[src/sv/mafc_pkg.sv]
package mafc_pkg;

  // frame limit, the byte index saturates here
  localparam int unsigned MAX_FRAME_BYTES = 65536;
  localparam int unsigned IDX_W = $clog2(MAX_FRAME_BYTES + 1);
  // common width for range compares (range end carries 17 bits)
  localparam int unsigned CMP_W = (IDX_W > 17) ? IDX_W : 17;

  // algorithm codes
  localparam logic [2:0] ALG_MODBUS = 3'd0;
  localparam logic [2:0] ALG_CCITT  = 3'd1;
  localparam logic [2:0] ALG_CRC32  = 3'd2;
  localparam logic [2:0] ALG_SUM8   = 3'd3;
  localparam logic [2:0] ALG_XOR8   = 3'd4;

  // byte order codes
  localparam logic [1:0] ORD_DEFAULT = 2'd0;
  localparam logic [1:0] ORD_LITTLE  = 2'd1;
  localparam logic [1:0] ORD_BIG     = 2'd2;

  // register indexes
  localparam logic [1:0] CFG_ALGORITHM   = 2'd0;
  localparam logic [1:0] CFG_RANGE_START = 2'd1;
  localparam logic [1:0] CFG_RANGE_END   = 2'd2;
  localparam logic [1:0] CFG_BYTE_ORDER  = 2'd3;

  // polynomials and start values
  localparam logic [15:0] POLY_MODBUS = 16'hA001;
  localparam logic [15:0] POLY_CCITT  = 16'h1021;
  localparam logic [31:0] POLY_CRC32  = 32'hEDB88320;
  localparam logic [15:0] INIT_CRC16  = 16'hFFFF;
  localparam logic [31:0] INIT_CRC32  = 32'hFFFFFFFF;
  localparam logic [15:0] CCITT_MSB   = 16'h8000;

  localparam logic [2:0] LEN_ONE  = 3'd1;
  localparam logic [2:0] LEN_TWO  = 3'd2;
  localparam logic [2:0] LEN_FOUR = 3'd4;

  // control from the top level to the fold engine
  typedef struct packed {
    logic [2:0] alg;
    logic [1:0] order;
    logic       fold;
  } eng_ctrl_t;

  // one result beat, check_value in the lowest bits
  typedef struct packed {
    logic [31:0] wire_bytes;
    logic [2:0]  check_length;
    logic [31:0] check_value;
  } result_t;

  // reserved algorithm codes act as crc16 modbus
  function automatic logic [2:0] alg_map(logic [2:0] raw);
    logic [2:0] a;
    a = (raw > ALG_XOR8) ? ALG_MODBUS : raw;
    return a;
  endfunction

  function automatic logic [31:0] start_value(logic [2:0] alg);
    logic [31:0] v;
    case (alg)
      ALG_MODBUS, ALG_CCITT: v = {16'h0000, INIT_CRC16};
      ALG_CRC32:             v = INIT_CRC32;
      default:               v = 32'h0000_0000;
    endcase
    return v;
  endfunction

endpackage

[src/sv/mafc_engine.sv]
module mafc_engine (
  input  mafc_pkg::eng_ctrl_t ctrl_i,
  input  logic [31:0]         acc_i,
  input  logic [7:0]          byte_i,
  output logic [31:0]         acc_o,
  output mafc_pkg::result_t   result_o
);

  logic [15:0] crc_modbus;
  logic [15:0] crc_ccitt;
  logic [31:0] crc32;
  logic [31:0] folded;
  logic [31:0] value;
  logic [2:0]  len;
  logic        big;

  // one byte through each check, eight bit steps per crc
  always_comb begin
    crc_modbus = acc_i[15:0] ^ {8'h00, byte_i};
    crc_ccitt  = acc_i[15:0] ^ {byte_i, 8'h00};
    crc32      = acc_i ^ {24'h000000, byte_i};
    for (int k = 0; k < 8; k++) begin
      crc_modbus = crc_modbus[0] ? ((crc_modbus >> 1) ^ mafc_pkg::POLY_MODBUS)
                                 : (crc_modbus >> 1);
      crc_ccitt  = ((crc_ccitt & mafc_pkg::CCITT_MSB) != 16'h0000)
                 ? ((crc_ccitt << 1) ^ mafc_pkg::POLY_CCITT) : (crc_ccitt << 1);
      crc32      = crc32[0] ? ((crc32 >> 1) ^ mafc_pkg::POLY_CRC32) : (crc32 >> 1);
    end
    case (ctrl_i.alg)
      mafc_pkg::ALG_CCITT: folded = {16'h0000, crc_ccitt};
      mafc_pkg::ALG_CRC32: folded = crc32;
      mafc_pkg::ALG_SUM8:  folded = {24'h000000, acc_i[7:0] + byte_i};
      mafc_pkg::ALG_XOR8:  folded = {24'h000000, acc_i[7:0] ^ byte_i};
      default:             folded = {16'h0000, crc_modbus};
    endcase
    acc_o = ctrl_i.fold ? folded : acc_i;
  end

  // final value, length and send order
  always_comb begin
    case (ctrl_i.alg)
      mafc_pkg::ALG_CCITT: begin
        value = {16'h0000, acc_o[15:0]};
        len   = mafc_pkg::LEN_TWO;
        big   = 1'b1;
      end
      mafc_pkg::ALG_CRC32: begin
        value = ~acc_o;
        len   = mafc_pkg::LEN_FOUR;
        big   = 1'b1;
      end
      mafc_pkg::ALG_SUM8, mafc_pkg::ALG_XOR8: begin
        value = {24'h000000, acc_o[7:0]};
        len   = mafc_pkg::LEN_ONE;
        big   = 1'b0;
      end
      default: begin
        value = {16'h0000, acc_o[15:0]};
        len   = mafc_pkg::LEN_TWO;
        big   = 1'b0;
      end
    endcase
    if (ctrl_i.order == mafc_pkg::ORD_LITTLE) begin
      big = 1'b0;
    end else if (ctrl_i.order == mafc_pkg::ORD_BIG) begin
      big = 1'b1;
    end
    result_o.check_value  = value;
    result_o.check_length = len;
    if (len == mafc_pkg::LEN_ONE || !big) begin
      result_o.wire_bytes = value;
    end else if (len == mafc_pkg::LEN_TWO) begin
      result_o.wire_bytes = {16'h0000, value[7:0], value[15:8]};
    end else begin
      result_o.wire_bytes = {value[7:0], value[15:8], value[23:16], value[31:24]};
    end
  end

endmodule

[src/sv/multi_algorithm_frame_checksum.sv]
// Frame check generator: crc16 modbus, crc16 ccitt, crc32, sum8 or xor8.
// Slave stream: one frame byte per beat in s_axis_tdata[7:0], s_axis_tlast
// on the final byte. Bytes whose index lies in [range_start, range_end] are
// folded; a negative range end means through the end of the frame. The
// byte index saturates at the frame limit and bytes beyond it are ignored.
// Master stream: one beat per frame, issued for the byte that carries tlast.
// Config channel: cfg_index_i selects algorithm, range_start, range_end or
// byte_order; always ready. Writing the algorithm restarts the frame.
// Throughput: one byte per cycle while s_axis_tready is high; the whole
// crc byte step is done in the accept cycle into the accumulator register.
// Output: the result for the last byte is registered into the output
// register, or into the skid register while the output register is busy.
// Stall: a held result stays on the output register, a second result goes
// into a skid register; s_axis_tready drops only while the skid is full.
// Reset: registers return to their defaults (crc16 modbus, full range,
// default order), the accumulator holds the modbus start value, no beat.
module multi_algorithm_frame_checksum (
  input  logic        clk_i,
  input  logic        rst_ni,
  // slave stream, tdata: data_byte[7:0]; tlast: frame_last
  input  logic        s_axis_tvalid,
  output logic        s_axis_tready,
  input  logic [7:0]  s_axis_tdata,
  input  logic        s_axis_tlast,
  // master stream, tdata: check_value[31:0], check_length[34:32],
  // wire_bytes[66:35], zero pad[71:67]
  output logic        m_axis_tvalid,
  input  logic        m_axis_tready,
  output logic [71:0] m_axis_tdata,
  // configuration write channel
  input  logic        cfg_valid_i,
  output logic        cfg_ready_o,
  input  logic [1:0]  cfg_index_i,
  input  logic [31:0] cfg_data_i
);

  localparam int unsigned IdxW = mafc_pkg::IDX_W;
  localparam int unsigned CmpW = mafc_pkg::CMP_W;

  logic [2:0]  algorithm_q;
  logic [15:0] range_start_q;
  logic [16:0] range_end_q;
  logic [1:0]  byte_order_q;

  logic [31:0]     acc_q, acc_d;
  logic [IdxW-1:0] idx_q, idx_d;

  mafc_pkg::result_t result, out_q, skid_q;
  logic              out_valid_q, skid_valid_q;

  mafc_pkg::eng_ctrl_t ctrl;
  logic [31:0]         acc_next;
  logic [2:0]          alg_sel;
  logic                in_accept, cfg_accept, produce, out_pop, in_range;
  logic [CmpW-1:0]     idx_x, start_x, end_x;

  assign cfg_ready_o   = 1'b1;
  assign cfg_accept    = cfg_valid_i & cfg_ready_o;
  assign s_axis_tready = ~skid_valid_q;
  assign in_accept     = s_axis_tvalid & s_axis_tready;
  assign produce       = in_accept & s_axis_tlast;
  assign out_pop       = out_valid_q & m_axis_tready;
  assign alg_sel       = mafc_pkg::alg_map(algorithm_q);

  // range check on the current byte index
  always_comb begin
    idx_x    = CmpW'(idx_q);
    start_x  = CmpW'(range_start_q);
    end_x    = CmpW'(range_end_q[15:0]);
    in_range = (idx_q < IdxW'(mafc_pkg::MAX_FRAME_BYTES)) && (idx_x >= start_x) &&
               (range_end_q[16] || (idx_x <= end_x));
  end

  assign ctrl.alg   = alg_sel;
  assign ctrl.order = byte_order_q;
  assign ctrl.fold  = in_range;

  mafc_engine u_engine (
    .ctrl_i   (ctrl),
    .acc_i    (acc_q),
    .byte_i   (s_axis_tdata),
    .acc_o    (acc_next),
    .result_o (result)
  );

  // configuration registers
  always_ff @(posedge clk_i or negedge rst_ni) begin
    if (!rst_ni) begin
      algorithm_q   <= mafc_pkg::ALG_MODBUS;
      range_start_q <= 16'h0000;
      range_end_q   <= 17'h1FFFF;
      byte_order_q  <= mafc_pkg::ORD_DEFAULT;
    end else if (cfg_accept) begin
      case (cfg_index_i)
        mafc_pkg::CFG_ALGORITHM:   algorithm_q   <= cfg_data_i[2:0];
        mafc_pkg::CFG_RANGE_START: range_start_q <= cfg_data_i[15:0];
        mafc_pkg::CFG_RANGE_END:   range_end_q   <= cfg_data_i[16:0];
        mafc_pkg::CFG_BYTE_ORDER:  byte_order_q  <= cfg_data_i[1:0];
        default: ;
      endcase
    end
  end

  // accumulator and byte index
  always_comb begin
    acc_d = acc_q;
    idx_d = idx_q;
    if (cfg_accept && cfg_index_i == mafc_pkg::CFG_ALGORITHM) begin
      acc_d = mafc_pkg::start_value(mafc_pkg::alg_map(cfg_data_i[2:0]));
      idx_d = '0;
    end else if (in_accept) begin
      if (s_axis_tlast) begin
        acc_d = mafc_pkg::start_value(alg_sel);
        idx_d = '0;
      end else begin
        acc_d = acc_next;
        if (idx_q != IdxW'(mafc_pkg::MAX_FRAME_BYTES)) begin
          idx_d = idx_q + 1'b1;
        end
      end
    end
  end

  always_ff @(posedge clk_i or negedge rst_ni) begin
    if (!rst_ni) begin
      acc_q <= {16'h0000, mafc_pkg::INIT_CRC16};
      idx_q <= '0;
    end else begin
      acc_q <= acc_d;
      idx_q <= idx_d;
    end
  end

  // output register with skid stage
  always_ff @(posedge clk_i or negedge rst_ni) begin
    if (!rst_ni) begin
      out_valid_q  <= 1'b0;
      skid_valid_q <= 1'b0;
    end else if (!out_valid_q || out_pop) begin
      if (skid_valid_q) begin
        out_valid_q  <= 1'b1;
        skid_valid_q <= produce;
      end else begin
        out_valid_q  <= produce;
      end
    end else if (produce) begin
      skid_valid_q <= 1'b1;
    end
  end

  always_ff @(posedge clk_i) begin
    if (!out_valid_q || out_pop) begin
      if (skid_valid_q) begin
        out_q  <= skid_q;
        skid_q <= result;
      end else begin
        out_q  <= result;
      end
    end else if (produce) begin
      skid_q <= result;
    end
  end

  assign m_axis_tvalid = out_valid_q;
  assign m_axis_tdata  = {5'b00000, out_q};

endmodule

[config.mk]
export PLATFORM = sky130hd
export DESIGN_NAME = multi_algorithm_frame_checksum
export DESIGN_NICKNAME = d
export VERILOG_FILES = /design/src/sv/mafc_pkg.sv /design/src/sv/mafc_engine.sv /design/src/sv/multi_algorithm_frame_checksum.sv
export SDC_FILE = /design/constraint.sdc
export NUM_CORES = 1
export LEC_CHECK = 0
export ABC_CLOCK_PERIOD_IN_PS = 10600
export BUFFER_PORTS_ARGS = -buffer_cell sky130_fd_sc_hd__buf_4
export CORE_MARGIN = 1
export CORE_UTILIZATION = 60
export DETAILED_ROUTE_END_ITERATION = 8
export PLACE_DENSITY = 0.81
export RECOVER_POWER = 100
export SETUP_SLACK_MARGIN = 0.02
export SYNTH_ARGS = -nofsm -noshare
export SYNTH_HDL_FRONTEND = slang
export SYNTH_SLANG_ARGS = --single-unit
[constraint.sdc]
create_clock -name clk_i -period 10.6 [get_ports clk_i]
set_input_delay 1.06 -clock clk_i [delete_from_list [all_inputs] [get_ports clk_i]]
set_output_delay 1.06 -clock clk_i [all_outputs]
set_load 0.02 [all_outputs]
== After elaboration in Yosys (flattened, before gate mapping) ==
Cells that the tools add are included.

* Add/sub/neg operators: 2
* Order comparisons: 5
* Reduce and logical (&&, ||, !) cells: 24
* Equality and inequality tests: 15
* Bitwise operators: 33
* Multiplexer cells: 52

{| class="wikitable"
|+ Operators with widths
! kind !! number
|-
| 2-to-1 mux 32 bit || 14
|-
| 2-to-1 mux 67 bit || 4
|-
| case mux 32 bit (2 select lines) || 3
|-
| 2-to-1 mux 16 bit || 8
|-
| case mux 32 bit (4 select lines) || 1
|-
| NOT 13 -> 14 bit || 8
|-
| 2-to-1 mux 13 bit || 8
|-
| 2-to-1 mux 17 bit || 4
|-
| NOT 32 bit || 1
|-
| bitwise XOR 32 x 8 -> 32 bit || 1
|-
| NOT 2 -> 3 bit || 8
|-
| NOT 3 bit || 8
|-
| adder 17 x 1 -> 17 bit (second input constant) || 1
|-
| greater-or-equal comparator 17 x 16 -> 1 bit || 1
|-
| less-or-equal comparator 17 x 16 -> 1 bit || 1
|-
| < comparator 17 bit (second input constant) || 1
|-
| != test 17 bit (second input constant) || 1
|-
| bitwise XOR 16 bit || 1
|-
| bitwise XOR 16 x 8 -> 16 bit || 1
|-
| == test 3 x 2 -> 1 bit (second input constant) || 4
|-
| AND reduction 2 bit || 6
|-
| == test 3 x 1 -> 1 bit (second input constant) || 3
|-
| adder 8 bit || 1
|-
| OR reduction 2 bit || 4
|-
| 18 further kinds || 38
|}

* Input bits: 48
* Logic and storage cells: 145
* Bits in registers: 223

== Logic depth before layout (Yosys ltp) ==
Gate-level depths: netlist of run 1.

* Depth in word-level cells: 25
* Depth in mapped cells: 14
* Depth with buffers taken out: 12

== Modules after synthesis ==
A second synthesis of run 1 with hierarchy kept.

* Cells, all modules: 1176
* Area total of the unflattened synthesis: 12833.6 um^2

{| class="wikitable"
|+ Modules (own cells, without submodules)
! module !! area an instance (um^2) !! times used !! cells an instance
|-
| multi_algorithm_frame_checksum || 9557.9 || 1 || 693
|-
| mafc_engine || 3275.6 || 1 || 483
|}

== Worst setup path before layout of run 1 ==
Ideal clock, no wire load.

* Path type: input port to flip-flop
* Start: input m_axis_tready
* End: register skid_q[0] (netlist name) (enable)
* Arrival time: 7.651 ns
* Path slack: 2.365 ns
* Buffers on the path: 0
* Stages: 2
* Cell sequence: nand2b_1 o21ai_0

* Cells in the longest elaborated chain, start to end: 4
* Elaborated cells between the ends (all ways): 5

{| class="wikitable"
|+ Ends and longest elaborated chain
! what !! line !! source
|-
| start, declared || multi_algorithm_frame_checksum.sv:28 || <nowiki>input logic m_axis_tready,</nowiki>
|-
| AND 1 bit (*) || multi_algorithm_frame_checksum.sv:62 || <nowiki>assign out_pop = out_valid_q & m_axis_tready;</nowiki>
|-
| logical OR 1 bit (*) || multi_algorithm_frame_checksum.sv:152 || <nowiki>if (!out_valid_q || out_pop) begin</nowiki>
|-
| != test 2 bit (no source line) / nonzero test 2 bit (equally long branches) || n/a ||
|-
| AND reduction 2 bit (no source line) (*) || n/a ||
|-
| end signal, assigned || multi_algorithm_frame_checksum.sv:155 || <nowiki>skid_q <= result;</nowiki>
|-
| end signal, assigned || multi_algorithm_frame_checksum.sv:160 || <nowiki>skid_q <= result;</nowiki>
|-
| end, declared || multi_algorithm_frame_checksum.sv:48 || <nowiki>mafc_pkg::result_t result, out_q, skid_q;</nowiki>
|}

Mark *: on every way between the ends. The rest lies on a longest branch, timed or not.
A chain may end at the register's enable or synchronous reset.

== Final worst setup path of run 1 ==
* Start: input m_axis_tready
* End: register skid_q[32] (netlist name) (enable)

The elaborated chain is that of the path after synthesis.

==> results of run 1 <==
[registers in the layout (all words and copies together), names as in the netlist]
name           cells
algorithm_q        3
range_end_q       17
byte_order_q       2
m_axis_tvalid      1
range_start_q     16
skid_q            67
idx_q             17
m_axis_tdata      67
skid_valid_q       1
acc_q             32
[routing by layer]
| metal | up-vias | global-route usage (%) | routed length (um) |
|---|---|---|---|
| li1 | 4573 | - | - |
| met1 | 4843 | 45.12 | 14500 |
| met2 | 553 | 46.78 | 15250 |
| met3 | 63 | 5.535 | 3348 |
| met4 | 0 | 9.337 | 847 |
| met5 | - | 0 | 0 |
[cells in the final DEF, fill, tap and decap left out, types with 14 or more instances in the layout]
cell / n
xor2_1: 36
a21oi_1: 46
xnor2_1: 70
o21ai_0: 83
dfrtp_1: 56
dfstp_2: 33
inv_1: 64
nor2_1: 70
clkbuf_16: 25
mux2_2: 61
edfxtp_1: 134
mux2i_1: 41
buf_4: 37
nand3_1: 32
clkbuf_1: 83
a31oi_1: 14
nand2_1: 119
ha_1: 46
[power by group through the flow]
stage | Sequential, mW | Combinational, mW | Clock [mW]
5_1_grt | 1.24 | 1.36 | 0.860
6_report | 1.22 | 1.27 | 0.824
2_1_floorplan | 1.29 | 0.828 | 0
3_3_place_gp | 1.23 | 1.27 | 0
4_1_cts | 1.22 | 1.31 | 0.828
3_5_place_dp | 1.24 | 1.30 | 0
[metrics by stage]
stage / instance area (um^2) / total power [mW] / utilization (%)
2_1_floorplan: 13040 / 2.123 / -
3_3_place_gp: 13970 / 2.500 / 66.03
3_5_place_dp: 13970 / 2.532 / 66.03
4_1_cts: 14740 / 3.355 / 69.66
5_1_grt: 14400 / 3.459 / 68.06
6_report: 14400 / 3.314 / 68.06
[path summary, 6_finish.rpt]
path	from	to	slack, ps
worst min-delay path	range_start_q[13]	range_start_q[13]	500
max in group asynchronous	rst_ni	acc_q[27]	5920
min in group asynchronous	rst_ni	range_start_q[14]	1120
worst max-delay path	m_axis_tready	skid_q[32]	3980
worst min register to register	range_start_q[13]	range_start_q[13]	500
worst max register to register	m_axis_tvalid	skid_q[32]	4330
[cell families (layout without fill, tap and decap cells)]
logic type               count (synthesis)  in the layout  synth area share, %
other                                    2              6              0.05764
adder cells (fa/ha/maj)                 47             47                4.571
XOR/XNOR                               111            111                7.942
AND/OR/NAND/NOR                        306            306                10.94
flip-flops                             223            223                48.30
AO/OA/AOI/OAI                          285            285                15.00
multiplexers                           106            106                8.768
buffers and inverters                  142            226                4.427
[cell type report]
type                       instances  share of cell area, %
clock buffer                      34                  4.867
clock inverter                     8                 0.4606
inverter                          66                  1.721
multi-input combinational        861                  42.79
sequential                       223                  43.70
tap                              275                  2.390
timing repair buffer             118                  4.067
==> flow_metrics.env, run 1 <==
export IMPL_cts_buffers=24
export IMPL_violations="capacitance limit, slew limit"
export IMPL_worst_pin_slew_ps=3704
export IMPL_crit_arrival_ps=6670
export IMPL_num_rows=53
export IMPL_hold_depth=1
export IMPL_place_ws_ps=5845
export IMPL_fin_crit_ps=6620
export IMPL_num_antenna_cells=0
export IMPL_wl_per_cell_um=21.42
export IMPL_grt_start_max_net_pins=72
export IMPL_regArea_um2=6292
export IMPL_cts_resized=0
export IMPL_comb_power_share_pct=38.2
export IMPL_finalMaxSlewViolations=425
export IMPL_async_reset_ff_share_pct=39.91
export IMPL_final_setup_viol_count=0
export IMPL_critPathCaptureType="flop"
export IMPL_cp_depth=5
export IMPL_critPathRequiredTime_ps=10650
export IMPL_critPathBufInv=2
export IMPL_dieArea_um2=22310
export IMPL_clk_pin_slew_ps=60
export IMPL_grt_pass1_vias=9673
export IMPL_cap_violations=9
export IMPL_gp_congestion=0.9182
export IMPL_clk_latency_ps=530
export IMPL_synth_most_common_cell="edfxtp_1"
export IMPL_io_pins=123
export IMPL_syn_avg_cell_area_um2=10.66
export IMPL_yosys_top_cells_count="134 x edfxtp_1, 119 x nand2_1, 83 x o21ai_0"
export IMPL_seq_area_frac_synth_pct=48.30
export IMPL_power_density_nw_per_um2=230.2
export IMPL_fin_nets=1389
export IMPL_first_iter_violations=1087
export IMPL_yosysTopAreaCell="edfxtp_1"
export IMPL_path_class="input pin to flop"
export IMPL_io_buffers=101
export IMPL_crit_slowest_cell="clkbuf_1"
export IMPL_ys_warn_count=0
export IMPL_core_area_um2=21150
export IMPL_path_cells="clkbuf_4 > nand2b_1 > nand2_1 > o21ai_4 > clkbuf_1"
export IMPL_clk_path_buf_depth=3
export IMPL_grt_pass1_wl_mm=53.19
export IMPL_grt_remaining_overflow=0
export IMPL_min_period_over_period_pct=62.45
export IMPL_p_seq_share_pct=36.9
export IMPL_finalHoldViolations=0
export IMPL_hold_class="flop to flop"
export IMPL_synth_area_top_cells="edfxtp_1 31%, dfrtp_1 11%, dfstp_2 6.7%"
export IMPL_relSlewSlack_pct=-146.9
export IMPL_layout_setup_ws_ps=3980
export IMPL_instances_no_fill=1585
export IMPL_vias_per_cell=6.329
export IMPL_h_tree_depth=1
export IMPL_die_w_um=149.4
export IMPL_max_freq_ghz=0.1511
export IMPL_syn_area_um2=13030
export IMPL_switching_share_pct=37.11
export IMPL_r2r_cells=4
export IMPL_antenna_found_initial=0
export IMPL_internal_power_mw=2.084
export IMPL_status="complete, but fails checks"
export IMPL_vdd_drop_max_mv=0.1490
export IMPL_synth_seq_cells=223
export IMPL_critPathMaxStageDelay_ps=2630
export IMPL_cts_tree="done"
export IMPL_dr_pass1_iters=8
export IMPL_dr_total_vias=10030
export IMPL_ant_nets=0
export IMPL_synth_main_ff_cell="edfxtp_1"
export IMPL_clkPwrFrac_pct=24.9
export IMPL_multi_input_area_um2=6161
export IMPL_crit_fanout=71
export IMPL_start_util_pct=61.59
export IMPL_start_kind="input pin"
export IMPL_placed_cells=1543
export IMPL_rsz0062_at_grt="no"
export IMPL_grt_use_total_pct=30.88
export IMPL_die_y_um=149.4
export IMPL_yosysUniqueCellTypes=79
export IMPL_p_leak_nw=5.804
export IMPL_routed_wl_mm=33.95
export IMPL_synth_edf_count=134
export IMPL_cts_setup_buffers=0
export IMPL_crit_family="buffers and inverters"
export IMPL_finalSetupTns_ps=0
export IMPL_syn_inst=1222
export IMPL_post_route_drc_count=0
export IMPL_p_sw_mw=1.230
export IMPL_fillers=1653
export IMPL_place_hpwl_mm=23.89
export IMPL_root_buffer="clkbuf_16"
export IMPL_finClkSkew_ps=12.38
export IMPL_synth_top_area_share_pct=30.88
export IMPL_timing_hold_ws_ps=504.7
export IMPL_clock_sinks=223
export IMPL_cts_hold_buf=0
export IMPL_syn2layout_area_growth_pct=10.51
export IMPL_drive_gt1_share_pct=13.89
No activity file was read; power rests on OpenSTA's default activity.
==> inputs of run 2 (changes only) <==
ABC_CLOCK_PERIOD_IN_PS = 6510   (was 10600)
clock period = 6.51 ns   (was 10.6 ns; I/O delays follow)
==> flow_metrics.env, run 2 (synthesized netlist as in run 1, its figures left out) <==
export IMPL_crit_arrival_ps=5540
export IMPL_placed_cells=1544
export IMPL_routed_wl_mm=35.46
export IMPL_gp_congestion=0.9250
export IMPL_path_class="flop to flop"
export IMPL_fin_crit_ps=5251
export IMPL_die_y_um=149.4
export IMPL_final_common_cell="edfxtp_1"
export IMPL_io_pins=123
export IMPL_cp_startpoint="range_end_q[14]"
export IMPL_power_mw=5.599
export IMPL_post_route_drc_count=0
export IMPL_layout_setup_ws_ps=1259
export IMPL_clk_path_buf_depth=3
export IMPL_grt_pass1_vias=10010
export IMPL_fin_area_um2=14520
export IMPL_relSlewSlack_pct=-123.2
export IMPL_place_hpwl_mm=24.30
export IMPL_clk_pin_slew_ps=60
export IMPL_grt_pass1_wl_mm=55.59
export IMPL_hold_class="input pin to flop"
export IMPL_grt_start_max_net_pins=72
export IMPL_cts_buffers=24
export IMPL_vias_per_cell=6.453
export IMPL_first_iter_violations=1168
export IMPL_crit_fanout=25
export IMPL_num_rows=53
export IMPL_worst_pin_slew_ps=3348
export IMPL_ant_nets=0
export IMPL_status="complete, but fails checks"
export IMPL_fillers=1602
export IMPL_timing_hold_ws_ps=365.5
export IMPL_power_density_nw_per_um2=385.6
export IMPL_min_period_over_period_pct=80.66
export IMPL_final_util_pct=68.63
export IMPL_worstHoldStart="cfg_data_i[16]"
export IMPL_p_leak_nw=5.853
export IMPL_antenna_found_initial=0
export IMPL_wl_per_cell_um=22.33
export IMPL_syn2layout_area_growth_pct=11.43
export IMPL_dr_total_vias=10250
export IMPL_die_w_um=149.4
export IMPL_cap_violations=5
export IMPL_violations="capacitance limit, slew limit"
export IMPL_core_area_um2=21150
export IMPL_io_buffers=101
export IMPL_clk_latency_ps=520
export IMPL_dpl_instance_area_um2=13980
export IMPL_clock_sinks=223
export IMPL_final_cell_mix="134 x edfxtp_1, 119 x nand2_1, 83 x o21ai_0"
export IMPL_fin_nets=1390
export IMPL_critPathCaptureType="flop"
export IMPL_num_antenna_cells=0
export IMPL_place_ws_ps=1881
export IMPL_cts_resized=0
export IMPL_finClkSkew_ps=12.84
export IMPL_dieArea_um2=22310
export IMPL_cts_tree="done"
export IMPL_h_tree_depth=1
export IMPL_cts_hold_buf=0
export IMPL_regArea_um2=6292
export IMPL_rr_startpoint="range_end_q[14]"
export IMPL_drive_gt1_share_pct=14.09
export IMPL_finalSetupTns_ps=0
export IMPL_vdd_drop_max_mv=0.2015
export IMPL_finalMaxSlewViolations=255
export IMPL_rsz0062_at_grt="no"
export IMPL_critPathRequiredTime_ps=6800
export IMPL_instances_no_fill=1588
export IMPL_max_freq_ghz=0.1904
export IMPL_cts_setup_buffers=0
export IMPL_root_buffer="clkbuf_16"
export IMPL_multi_input_area_um2=6155
export IMPL_start_util_pct=61.59
export IMPL_dr_pass1_iters=5
export IMPL_finalHoldViolations=0
export IMPL_grt_remaining_overflow=0
export IMPL_start_kind="flop"
export IMPL_grt_use_total_pct=32.39
export IMPL_rrSetupSlack_ps=1260
export IMPL_final_setup_viol_count=0
==> run 2: cell types whose count changed in the layout (fill, tap and decap cells not counted), sizes merged <==
cell | before | now
buf | 37 | 40
inv | 66 | 65
bufinv | 1 | 6
clkinvlp | 0 | 3
clkinv | 7 | 9
clkbuf | 115 | 106
==> run 2: worst paths after layout <==
path	endpoint	cells past startpoint
setup / recovery	m_axis_tdata[41]	11
hold / removal	range_end_q[16]	2
setup reg to reg	m_axis_tdata[41]	11
hold reg to reg	range_start_q[1]	1
max in group asynchronous	acc_q[27]	2
min in group asynchronous	range_start_q[14]	1
==> run 2: final cells by class <==
| class | instances | area share (%) |
|---|---|---|
| multi-input cells | 861 | 42.39 |
| flip-flops and latches | 223 | 43.34 |
| clock buffers | 27 | 4.361 |
| well taps | 275 | 2.370 |
| repair buffers | 119 | 4.111 |
| clock inverters | 17 | 1.715 |
| inverters | 66 | 1.706 |
==> run 2: critical path: stages, from the launching register on <==
cell and delay [ps]:
dfstp_2 530, inv_1 40, ha_1 310, a21o_1 170, a21oi_1 210, or3b_1 390
or4b_1 760, a21o_1 490, clkbuf_1 610, a221oi_1 870, o21ba_2 270, a222oi_1 350
==> run 2: layer usage <==
metal	vias to the layer above	wire length, um	GRT usage [%]
met2	602	16580	51.34
met4	0	965	10.51
li1	4578	-	-
met1	4990	14450	45.30
met5	-	0	0
met3	77	3469	5.413
==> run 2: report_power, final <==
group / switching, mW / leakage (nW) / internal, mW
combinational: 1.31 / 3.04 / 0.761
clock: 0.587 / 0.422 / 0.942
sequential: 0.160 / 2.39 / 1.84
total: 2.06 / 5.85 / 3.54
